File: src/rtl/nvwt_pkg.sv
// ----------------------------------------------------------------------------
// nvwt_pkg
// Shared widths, codes and controller/datapath interface types for the
// nearest vertex weight transfer block.
// ----------------------------------------------------------------------------
package nvwt_pkg;

  // Default storage parameters
  localparam int DEF_MAX_POINTS = 1024;
  localparam int DEF_MAX_JOINTS = 64;
  localparam int DEF_COORD_BITS = 24;

  // Fixed field widths
  localparam int CMD_W       = 2;
  localparam int PIDX_W      = 10;
  localparam int JSEL_W      = 6;
  localparam int FCOORD_W    = 24;
  localparam int WEIGHT_W    = 16;
  localparam int SRC_CNT_W   = 11;
  localparam int JNT_CNT_W   = 7;
  localparam int CFG_IDX_W   = 1;
  localparam int CFG_DATA_W  = 11;

  // Command codes
  localparam logic [CMD_W-1:0] CMD_POS    = 2'd0;
  localparam logic [CMD_W-1:0] CMD_WEIGHT = 2'd1;
  localparam logic [CMD_W-1:0] CMD_QUERY  = 2'd2;

  // Configuration register indexes
  localparam logic [CFG_IDX_W-1:0] REG_SOURCE_COUNT = 1'd0;
  localparam logic [CFG_IDX_W-1:0] REG_JOINT_COUNT  = 1'd1;

  // Controller to datapath commands
  typedef struct packed {
    logic accept;      // input transfer this cycle
    logic scan_start;  // query accepted: latch target, rewind point counter
    logic scan_issue;  // read one stored point into the distance pipe
    logic emit_start;  // compute weight row base of the winner
    logic emit_issue;  // read one weight and present it next cycle
  } ctrl_cmd_t;

  // Datapath to controller status
  typedef struct packed {
    logic scan_last;   // point counter is at the final point
    logic pipe_busy;   // distance pipe still holds points
    logic emit_last;   // joint counter is at the final joint
  } dp_status_t;

endpackage

File: src/rtl/nvwt_ctrl.sv
// ----------------------------------------------------------------------------
// nvwt_ctrl
// Sequencer: accepts commands, runs the point scan, waits for the distance
// pipe to drain, then walks the winner's weight row.
// ----------------------------------------------------------------------------
module nvwt_ctrl (
  input  logic                       clk,
  input  logic                       rst,
  input  logic                       start,
  input  logic [nvwt_pkg::CMD_W-1:0] command,
  input  nvwt_pkg::dp_status_t       stat,
  output nvwt_pkg::ctrl_cmd_t        cmd,
  output logic                       busy
);

  typedef enum logic [3:0] {
    ST_IDLE  = 4'b0001,
    ST_SCAN  = 4'b0010,
    ST_DRAIN = 4'b0100,
    ST_EMIT  = 4'b1000
  } state_t;

  state_t state, state_next;

  always_ff @(posedge clk) begin
    if (rst) begin
      state <= ST_IDLE;
    end else begin
      state <= state_next;
    end
  end

  // Next state and commands
  always_comb begin
    state_next     = state;
    cmd            = '0;
    unique case (state)
      ST_IDLE: begin
        cmd.accept     = start;
        cmd.scan_start = start && (command == nvwt_pkg::CMD_QUERY);
        if (cmd.scan_start) begin
          state_next = ST_SCAN;
        end
      end
      ST_SCAN: begin
        cmd.scan_issue = 1'b1;
        if (stat.scan_last) begin
          state_next = ST_DRAIN;
        end
      end
      ST_DRAIN: begin
        if (!stat.pipe_busy) begin
          cmd.emit_start = 1'b1;
          state_next     = ST_EMIT;
        end
      end
      ST_EMIT: begin
        cmd.emit_issue = 1'b1;
        if (stat.emit_last) begin
          state_next = ST_IDLE;
        end
      end
      default: state_next = ST_IDLE;
    endcase
  end

  assign busy = (state != ST_IDLE);

endmodule

File: config.mk
export PLATFORM = sky130hd
export DESIGN_NAME = nvwt_ctrl
export DESIGN_NICKNAME = d
export VERILOG_FILES = /design/src/rtl/nvwt_pkg.sv /design/src/rtl/nvwt_ctrl.sv
export SDC_FILE = /design/constraint.sdc
export NUM_CORES = 1
export LEC_CHECK = 0
export BUFFER_PORTS_ARGS = -buffer_cell sky130_fd_sc_hd__buf_2
export CAP_MARGIN = 40
export CELL_PAD_IN_SITES_DETAIL_PLACEMENT = 1
export CELL_PAD_IN_SITES_GLOBAL_PLACEMENT = 2
export CORE_MARGIN = 2
export CORE_UTILIZATION = 26
export DETAILED_ROUTE_END_ITERATION = 12
export PLACE_DENSITY_LB_ADDON = 0.1
export SLEW_MARGIN = 20
export SYNTH_ARGS = -nofsm -noshare
export SYNTH_HDL_FRONTEND = slang
export SYNTH_SLANG_ARGS = --single-unit
File: constraint.sdc
create_clock -name clk -period 2.9 [get_ports clk]
set_input_delay 0.29 -clock clk [delete_from_list [all_inputs] [get_ports clk]]
set_output_delay 0.29 -clock clk [all_outputs]
set_load 0.02 [all_outputs]
Yosys cells after proc, flatten, opt, wreduce, memory -nomap -nowiden
Index checks and enable logic that the tools add are counted.
Word-level totals
  flip-flop bits (word level): 4
  input port bits: 8
Cells by class
  multiplexer cells: 10
  equality and inequality tests: 10
  reductions and logical operators: 2
Operators with widths (count)
  2-to-1 mux 4 bit: 4
  one-hot mux 4 bit (4 select lines): 1
  inequality test 2 bit (second input constant): 4
  == test 4 x 1 -> 1 bit (second input constant): 1
  == test 4 x 2 -> 1 bit (second input constant): 1
  == test 4 x 3 -> 1 bit (second input constant): 1
  == test 4 bit (second input constant): 1
  2-to-1 mux 1 bit: 4
  inequality test 4 x 1 -> 1 bit (second input constant): 1
  AND reduction 4 bit: 1
  == test 2 bit (second input constant): 1
  2-to-1 mux 2 bit: 1
  logical AND 1 bit: 1

Longest topological paths before layout
Gate-level depths: netlist (run 1).
  depth after elaboration: 4
  depth in mapped cells: 5
  gate-level depth less buffers: 4

Least setup slack after synthesis (run 1)
OpenSTA, ideal clock, no wires.
  path type: reg2reg
  from: register state[2]
  to: register state[2]
  clock period less this slack: 1.546 ns
  path buffers: 1
  arrival: 1.474 ns
  setup slack: 1.354 ns
  stages on the path, launching flop included: 5
  cells stage by stage: dfxtp_1 buf_12 nor4b_1 nand2b_1 mux2i_1
On the way
  longest elaborated chain between the ends: 3
RTL lines
  from (decl): RTL line nvwt_ctrl.sv:23  | state_t state, state_next;
  from (signal assigned): RTL line nvwt_ctrl.sv:29  | state <= state_next;
  == test 4 x 1 -> 1 bit, or another cell as far along: RTL line nvwt_ctrl.sv:37  | unique case (state)
  inequality test 2 bit (no source line)
  AND reduction 4 bit (no source line)
Parallel ways exist; a longest one is shown, timed or not.
A chain may end at the register's enable or synchronous reset.

==> results.yml, run 1 <==
cts:
  clockRootBuffer: "clkbuf_4"
  clk_pin_slew_ns: 0.04
  cts_resized: 0
  clk_path_buf_depth: 2
  h-tree-depth: 1
  cts_made_buffers: 3
  holdBufCountCts: 0
  clock_latency_ns: 0.23
  postCtsSetupBuffers: 0
  cts.sinks: 4
  cts_tree: "yes"
layout:
  top_regs: "state: 4 flops"
  final_nets: 62
  drive_gt1_share_pct: 40.38
  syn_to_final_growth_pct: 22.06
  nFillCells: 166
  num_antenna_cells: 0
  fin_util_pct: 32.74
  final_cell_mix: "buf_2, nor2_1, dfxtp_1"
  largest_reg_flops: 4
  regMostFlops: "state"
  final_cell_area_um2: 415.4
  layout_commonest_cell: "buf_2"
placed_design:
  finalWeightedCongestion: 0.7320
  dpl.hpwl_um: 644.8
  io_buffer_count: 13
  post_dp_cell_area_um2: 392.9
logic_synthesis:
  synthCells: 38
  syn-num-nets: 46
  ys_warn_count: 0
  synth_area_leaders: "dfxtp_1, nor4b_2, nand3b_1"
  yosysTopAreaCell: "dfxtp_1"
  ys_ff_latch: 4
  syn-mean-instance-area_um2: 8.956
  synth-seq-area-share_pct: 23.53
  synth.top_cell.area_share_pct: 23.53
  synth.distinct_cells: 22
  syn-cell-area_um2: 340.3
setup_path:
  worst-path-max-fanout: 10
  crit_start: "state[1]"
  r2r-start: "state[1]"
  worstSetupPathType: "flip-flop to output port"
  critPathArrivalTime_ns: 1.42
  start_kind: "flip-flop"
  required_ns: 2.61
  critical_path.endpoint_type: "output port"
detailed_routing:
  route.detailed.drc: 0
  top_layer_used: "met3"
  wire_per_inst_um: 11.40
  dr_wl_met2_um: 374
  routed_wl_um: 764
  drt_iter0_markers: 1
  ant_nets: 0
  wl_met1_um: 347
  viasPerCell: 4.836
  wl_met3_um: 43
  drtPass1Iterations: 2
  routed-via-count: 324
floorplanning:
  ios: 14
  die_w_um: 40.18
  start_util_pct: 26.82
  core_region_area_um2: 1269
  die_h_um: 40.18
  rows: 13
  dieArea_um2: 1614
flow_run:
  max_cap_violations: 0
hold_path:
  worstHoldStart: "rst"
  hold_path.class: "input port to flip-flop"
sta:
  finalSetupViolCount: 0
  rsz0062_at_grt: "false"
  max_slew_margin_pct: 75.32
  fin_skew_ns: 0.002950
  fmax_mhz: 586.5
  holdWs_ns: 0.3015
  period_share_pct: 58.80
  hold_viol: 0
  tightest_slew_ns: 0.3651
  slew_viol_final: 0
  min_period_ns: 1.705
  setup_tns_ns: 0
global_route:
  overflow: 0
  groute.usage.overall_pct: 10.30
  grt_pass1_vias: 276
  antenna_found_initial: 0
  grt_pass1_wl_um: 1110
  grt_max_degree: 11
run_status:
  outcome: "complete, no violations"
power_and_ir_drop:
  powerDensity_nw_per_um2: 405.8
  cellLeakagePower_nw: 0.1986
  ir_worst_vdd_mv: 0.08409
  power.total_mw: 0.1686
==> final cells by class <==
class,count,area (um2),share of cell area (%)
inverter,2,7.507,1.807
multi-input combinational,30,221.5,53.31
tap,15,18.77,4.518
clock buffer,3,22.52,5.422
sequential,4,80.08,19.28
timing repair buffer,13,65.06,15.66
==> synth_stat cells <==
library cell / n
mux2i_1: 1
mux2_4: 1
xor2_1: 1
nand3b_1: 3
nor2b_1: 1
inv_1: 2
nor2_1: 5
buf_6: 1
nor3b_1: 2
buf_12: 1
o21ai_0: 3
a311oi_1: 1
nand2_1: 1
nor4b_2: 2
nor4b_1: 1
a31oi_1: 1
and2_1: 1
nand3_2: 1
dfxtp_1: 4
nand4b_1: 1
nand2b_1: 3
o21ai_2: 1
==> report_power, final <==
| part | internal, mW | leakage (nW) | switching [mW] |
|---|---|---|---|
| combinational | 0.0177 | 0.152 | 0.0209 |
| sequential | 0.0577 | 0.0325 | 0.00514 |
| clock | 0.0462 | 0.0138 | 0.0210 |
==> critical path, stage by stage, from the launching register on <==
cell and delay (ns):
dfxtp_1 0.41, nor4b_2 0.37, inv_1 0.12, nor2_1 0.12, buf_2 0.17
==> worst paths after layout <==
kind / cells after the start / slack [ns] / to
worst max register to register: 4 / 1.44 / state[3]
worst min-delay path: 2 / 0.30 / state[1]
worst max-delay path: 4 / 1.19 / cmd[3]
worst min register to register: 2 / 0.63 / state[2]
==> kinds of logic (layout without fill, tap and decap cells) <==
| group | count (synthesis) | in the layout | synth area share (%) |
|---|---|---|---|
| and+or+nand+nor | 21 | 21 | 43.75 |
| AOI/OAI and AO/OA | 6 | 6 | 11.40 |
| DFF | 4 | 4 | 23.53 |
| buffers and inverters | 4 | 18 | 11.40 |
| muxes | 2 | 2 | 7.352 |
| xor gates and xnor gates | 1 | 1 | 2.574 |
==> layer usage <==
layer / vias up / global-route usage, %
met5: - / 0
met4: 0 / 2.500
met3: 0 / 1.667
met2: 9 / 18.15
met1: 152 / 12.91
li1: 163 / -
==> metrics by stage <==
stage | setup slack [ns] | cells
finish | 1.195 | 67
global placement | 1.397 | 64
floorplan | 1.354 | 38
detailed placement | 1.434 | 64
global route | 1.041 | 67
CTS | 1.165 | 67
(Power assumes the default switching activity.)
==> run 2, diff against run 1 <==
- ABC_AREA: default -> 1
- CORE_UTILIZATION: 26 -> 18
- clock period: 2.9 -> 1.5 ns (I/O delays scaled with it)
==> results.yml, run 2 <==
run_status:
  outcome: "complete, no violations"
layout:
  regMostFlops: "state"
  syn_to_final_growth_pct: 35.98
  largest_reg_flops: 4
  top_regs: "state: 4 flops"
  num_antenna_cells: 0
  layout_commonest_cell: "buf_2"
  final_cell_mix: "buf_2, inv_1, nor2_2"
  final_nets: 73
  drive_gt1_share_pct: 52.38
  final_cell_area_um2: 406.6
  final_cells: 79
detailed_routing:
  ant_nets: 0
  drtPass1Iterations: 3
  drt_iter0_markers: 5
  routed_wl_um: 807
  wire_per_inst_um: 10.22
  routed-via-count: 342
  route.detailed.drc: 0
  viasPerCell: 4.329
global_route:
  antenna_found_initial: 0
  grt_pass1_vias: 348
  grt_max_degree: 6
  overflow: 0
  grt_pass1_wl_um: 1359
  groute.usage.overall_pct: 10.06
setup_path:
  worstSetupPathType: "flip-flop to output port"
  critical_path.endpoint_type: "output port"
  crit_start: "state[0]"
  start_kind: "flip-flop"
  r2r-end: "state[0]"
  required_ns: 1.35
  critPathArrivalTime_ns: 1.24
  r2r-start: "state[3]"
  endpoint: "cmd[3]"
  worst-path-max-fanout: 4
  r2r_slack_ns: 0.39
  r2r_cells: 6
logic_synthesis:
  synth_area_leaders: "dfxtp_1, nor2_2, inv_1"
  synthSimpleGateAreaFrac_pct: 49.79
  synth_flop_cell: "dfxtp_1"
  synth-edff-count: 0
  synthCells: 47
  async_flop_share_pct: 0
  synthAdderAreaFrac_pct: 0
  syn-cell-area_um2: 299.0
  synth_common_cells: "inv_1, nor2_2, nand2_1"
  yosysMostFrequentCell: "inv_1"
  syn-mean-instance-area_um2: 6.362
  synthXorXnorAreaFrac_pct: 0
  synth-seq-area-share_pct: 26.78
  syn-num-nets: 55
  yosysTopAreaCell: "dfxtp_1"
  synth_compound_area_share_pct: 8.368
  synth_mux_area_share_pct: 0
  ys_ff_latch: 4
  synth.top_cell.area_share_pct: 26.78
  synth_top_family_by_area: "simple AND/OR/NAND/NOR gates"
  synth.distinct_cells: 13
  ys_warn_count: 0
cts:
  holdBufCountCts: 0
  cts.sinks: 4
  clk_pin_slew_ns: 0.03
  cts_tree: "yes"
  h-tree-depth: 1
  clockRootBuffer: "clkbuf_4"
  postCtsSetupBuffers: 0
  cts_made_buffers: 3
  clk_path_buf_depth: 2
  clock_latency_ns: 0.23
  cts_resized: 0
power_and_ir_drop:
  pwr-share-seq_pct: 26.0
  cellLeakagePower_nw: 0.2158
  ir_worst_vdd_mv: 0.5648
  pwr-share-clk_pct: 18.7
  powerDensity_nw_per_um2: 1747
  p_switching_mw: 0.3553
  power.total_mw: 0.7104
  internal_power_mw: 0.3552
  pwr-share-comb_pct: 55.3
  sw_frac_of_total_pct: 50.01
placed_design:
  placed_cells: 76
  dpl.hpwl_um: 711.2
  post-place-ws_ns: 0.3434
  post_dp_cell_area_um2: 384.1
  finalWeightedCongestion: 0.6905
  io_buffer_count: 13
floorplanning:
  die_w_um: 44.76
  start_util_pct: 19.62
  die_h_um: 44.76
  rows: 14
  core_region_area_um2: 1524
  ios: 14
  dieArea_um2: 2003
sta:
  period_share_pct: 92.82
  min_period_ns: 1.392
  hold_viol: 0
  slew_viol_final: 0
  fmax_mhz: 718.2
  finalSetupViolCount: 0
  fin_skew_ns: 0.003420
  setup_tns_ns: 0
  setup_slack_ns: 0.1077
  max_slew_margin_pct: 84.07
  tightest_slew_ns: 0.2387
  rsz0062_at_grt: "false"
flow_run:
  max_cap_violations: 0
hold_path:
  hold_path.class: "input port to flip-flop"
  hold_depth: 2
## run 2: how the worst min path moves through the flow
| stage | endpoint | slack [ns] | startpoint |
|---|---|---|---|
| detailed placement | state[1] | 0.38 | rst |
| global placement | state[1] | 0.38 | rst |
| floorplan | state[1] | 0.21 | rst |
| finish | state[1] | 0.13 | rst |
| global route | state[1] | 0.13 | rst |
| CTS | state[1] | 0.13 | rst |
## run 2: area by class of cell
type                    count  area (um2)
flip-flops and latches      4       80.08
well taps                  16       20.02
clock buffers               3       22.52
inverters                  12       45.04
repair buffers             13       65.06
multi-input cells          31       173.9
fillers                   200        1117
## run 2: power by group through the flow
stage               sequential [mW]  combinational (mW)  clock (mW)
floorplan                     0.176               0.296           0
global placement              0.188               0.406           0
detailed placement            0.187               0.404           0
CTS                           0.186               0.406       0.141
global route                  0.192               0.439       0.153
finish                        0.185               0.393       0.133
## run 2: kinds of logic (layout without fill, tap and decap cells)
family,after synthesis,after routing
AOI/OAI and AO/OA,4,4
buffers and inverters,12,28
DFF,4,4
and+or+nand+nor,27,27
## run 2: critical path, stage by stage, from the launching register on
cell and delay, ns:
dfxtp_1 0.42, inv_2 0.05, nor2_2 0.14, nand2_2 0.10, nor2_2 0.12, buf_2 0.18
## run 2: metal layers
layer	GRT usage, %	part of all wire (%)	vias up
li1	-	-	176
met1	10.05	42	153
met2	16.23	50	13
met3	7.200	8.2	0
met4	3.636	0	0
met5	0	0	-
## run 2: through the flow
step                utilization (%)  hold WS (ns)
floorplan                         -        0.2124
global placement              25.21        0.3802
detailed placement            25.21        0.3763
CTS                           26.68        0.1257
global route                  26.68        0.1293
finish                        26.68        0.1298
==> run 3, diff against run 2 <==
- CTS_BUF_LIST: default -> sky130_fd_sc_hd__clkbuf_8 sky130_fd_sc_hd__clkbuf_16
==> results.yml, run 3 (synthesized netlist as in run 2, its figures left out) <==
global_route:
  grt_max_degree: 6
  overflow: 0
  antenna_found_initial: 0
  grt_pass1_vias: 344
  groute.usage.overall_pct: 9.975
  grt_pass1_wl_um: 1352
power_and_ir_drop:
  power.total_mw: 0.8013
  sw_frac_of_total_pct: 45.49
  internal_power_mw: 0.4368
  powerDensity_nw_per_um2: 1884
  pwr-share-seq_pct: 22.9
  ir_worst_vdd_mv: 0.6616
  p_switching_mw: 0.3645
  pwr-share-clk_pct: 28.0
  pwr-share-comb_pct: 49.1
  cellLeakagePower_nw: 0.2236
layout:
  top_regs: "state: 4 flops"
  final_cell_mix: "buf_2, inv_1, nor2_2"
  regMostFlops: "state"
  num_antenna_cells: 0
  drive_gt1_share_pct: 52.38
  final_nets: 73
  layout_commonest_cell: "buf_2"
  fin_util_pct: 27.91
  largest_reg_flops: 4
  syn_to_final_growth_pct: 42.26
detailed_routing:
  routed_wl_um: 820
  viasPerCell: 4.342
  drtPass1Iterations: 2
  drt_iter0_markers: 5
  wire_per_inst_um: 10.38
  route.detailed.drc: 0
  routed-via-count: 343
  ant_nets: 0
cts:
  clockRootBuffer: "clkbuf_8"
  holdBufCountCts: 0
  clk_pin_slew_ns: 0.03
  h-tree-depth: 1
  cts_resized: 0
  clk_path_buf_depth: 2
  postCtsSetupBuffers: 0
  cts_tree: "yes"
  clock_latency_ns: 0.22
  cts.sinks: 4
  cts_made_buffers: 3
placed_design:
  io_buffer_count: 13
  finalWeightedCongestion: 0.6905
  dpl.hpwl_um: 711.2
floorplanning:
  ios: 14
  rows: 14
  dieArea_um2: 2003
  die_w_um: 44.76
  start_util_pct: 19.62
  die_h_um: 44.76
  core_region_area_um2: 1524
setup_path:
  start_kind: "flip-flop"
  r2r_slack_ns: 0.39
  worstPathCellList: "inv_2 -> nor2_2 -> nand2_2 -> nor2_2 -> buf_2"
  slowest_delay_ns: 0.42
  worstSetupPathType: "flip-flop to output port"
  r2r-start: "state[3]"
  critPathSlowestCell: "dfxtp_1"
  cp_num_buf_inv: 2
  r2r_cells: 6
  r2r-end: "state[0]"
  crit_top_cell: "nor2_2"
  critical_path.endpoint_type: "output port"
  critPathArrivalTime_ns: 1.22
  worst-path-max-fanout: 4
  cpLargestDelayFamily: "flip-flops"
  required_ns: 1.35
hold_path:
  worstHoldStart: "rst"
  hold_depth: 2
  hold_path.class: "input port to flip-flop"
  hold_end: "state[1]"
sta:
  hold_viol: 0
  fmax_mhz: 728.9
  max_slew_margin_pct: 83.68
  period_share_pct: 91.46
  setup_tns_ns: 0
  tightest_slew_ns: 0.2445
  fin_skew_ns: 0.003125
  rsz0062_at_grt: "false"
  min_period_ns: 1.372
  slew_viol_final: 0
  finalSetupViolCount: 0
run_status:
  outcome: "complete, no violations"
flow_run:
  max_cap_violations: 0
-- run 3: stage by stage --
stage	hold WS, ns	instances	cell area, um2	setup WS [ns]
floorplan	0.2124	47	299.0	0.2525
global placement	0.3802	76	384.1	0.3364
detailed placement	0.3763	76	384.1	0.3434
CTS	0.1490	79	425.4	0.1022
global route	0.1613	79	425.4	0.04342
finish	0.1488	79	425.4	0.1281
-- run 3: per-layer routing --
metal	vias to the layer above	track usage [%]	share of wire, %
met5	-	0	0
met4	0	3.636	0
met3	0	7.200	7.4
met2	12	16.23	49
met1	155	9.804	43
li1	176	-	-
-- run 3: layout make-up --
class                           count  area (um2)
Multi-Input combinational cell     31       173.9
Clock buffer                        3       41.29
Sequential cell                     4       80.08
Inverter                           12       45.04
Tap cell                           16       20.02
Fill cell                         195        1099
Timing Repair Buffer               13       65.06
-- run 3: power by group through the flow --
| stage | Combinational (mW) | Sequential, mW | Clock, mW |
|---|---|---|---|
| final | 0.393 | 0.183 | 0.225 |
| after global routing | 0.438 | 0.192 | 0.243 |
| after floorplan | 0.296 | 0.176 | 0 |
| after detailed placement | 0.404 | 0.187 | 0 |
| after global placement | 0.406 | 0.188 | 0 |
| after CTS | 0.406 | 0.185 | 0.234 |
-- run 3: worst max path at each step --
| stage | cells after the start | slack (ns) | startpoint | to |
|---|---|---|---|---|
| finish | 5 | 0.13 | state[0] | cmd[3] |
| detailed placement | 5 | 0.34 | state[0] | cmd[3] |
| global route | 5 | 0.04 | state[0] | cmd[3] |
| CTS | 5 | 0.10 | state[0] | cmd[3] |
| floorplan | 2 | 0.25 | state[3] | cmd[0] |
| global placement | 5 | 0.34 | state[0] | cmd[3] |
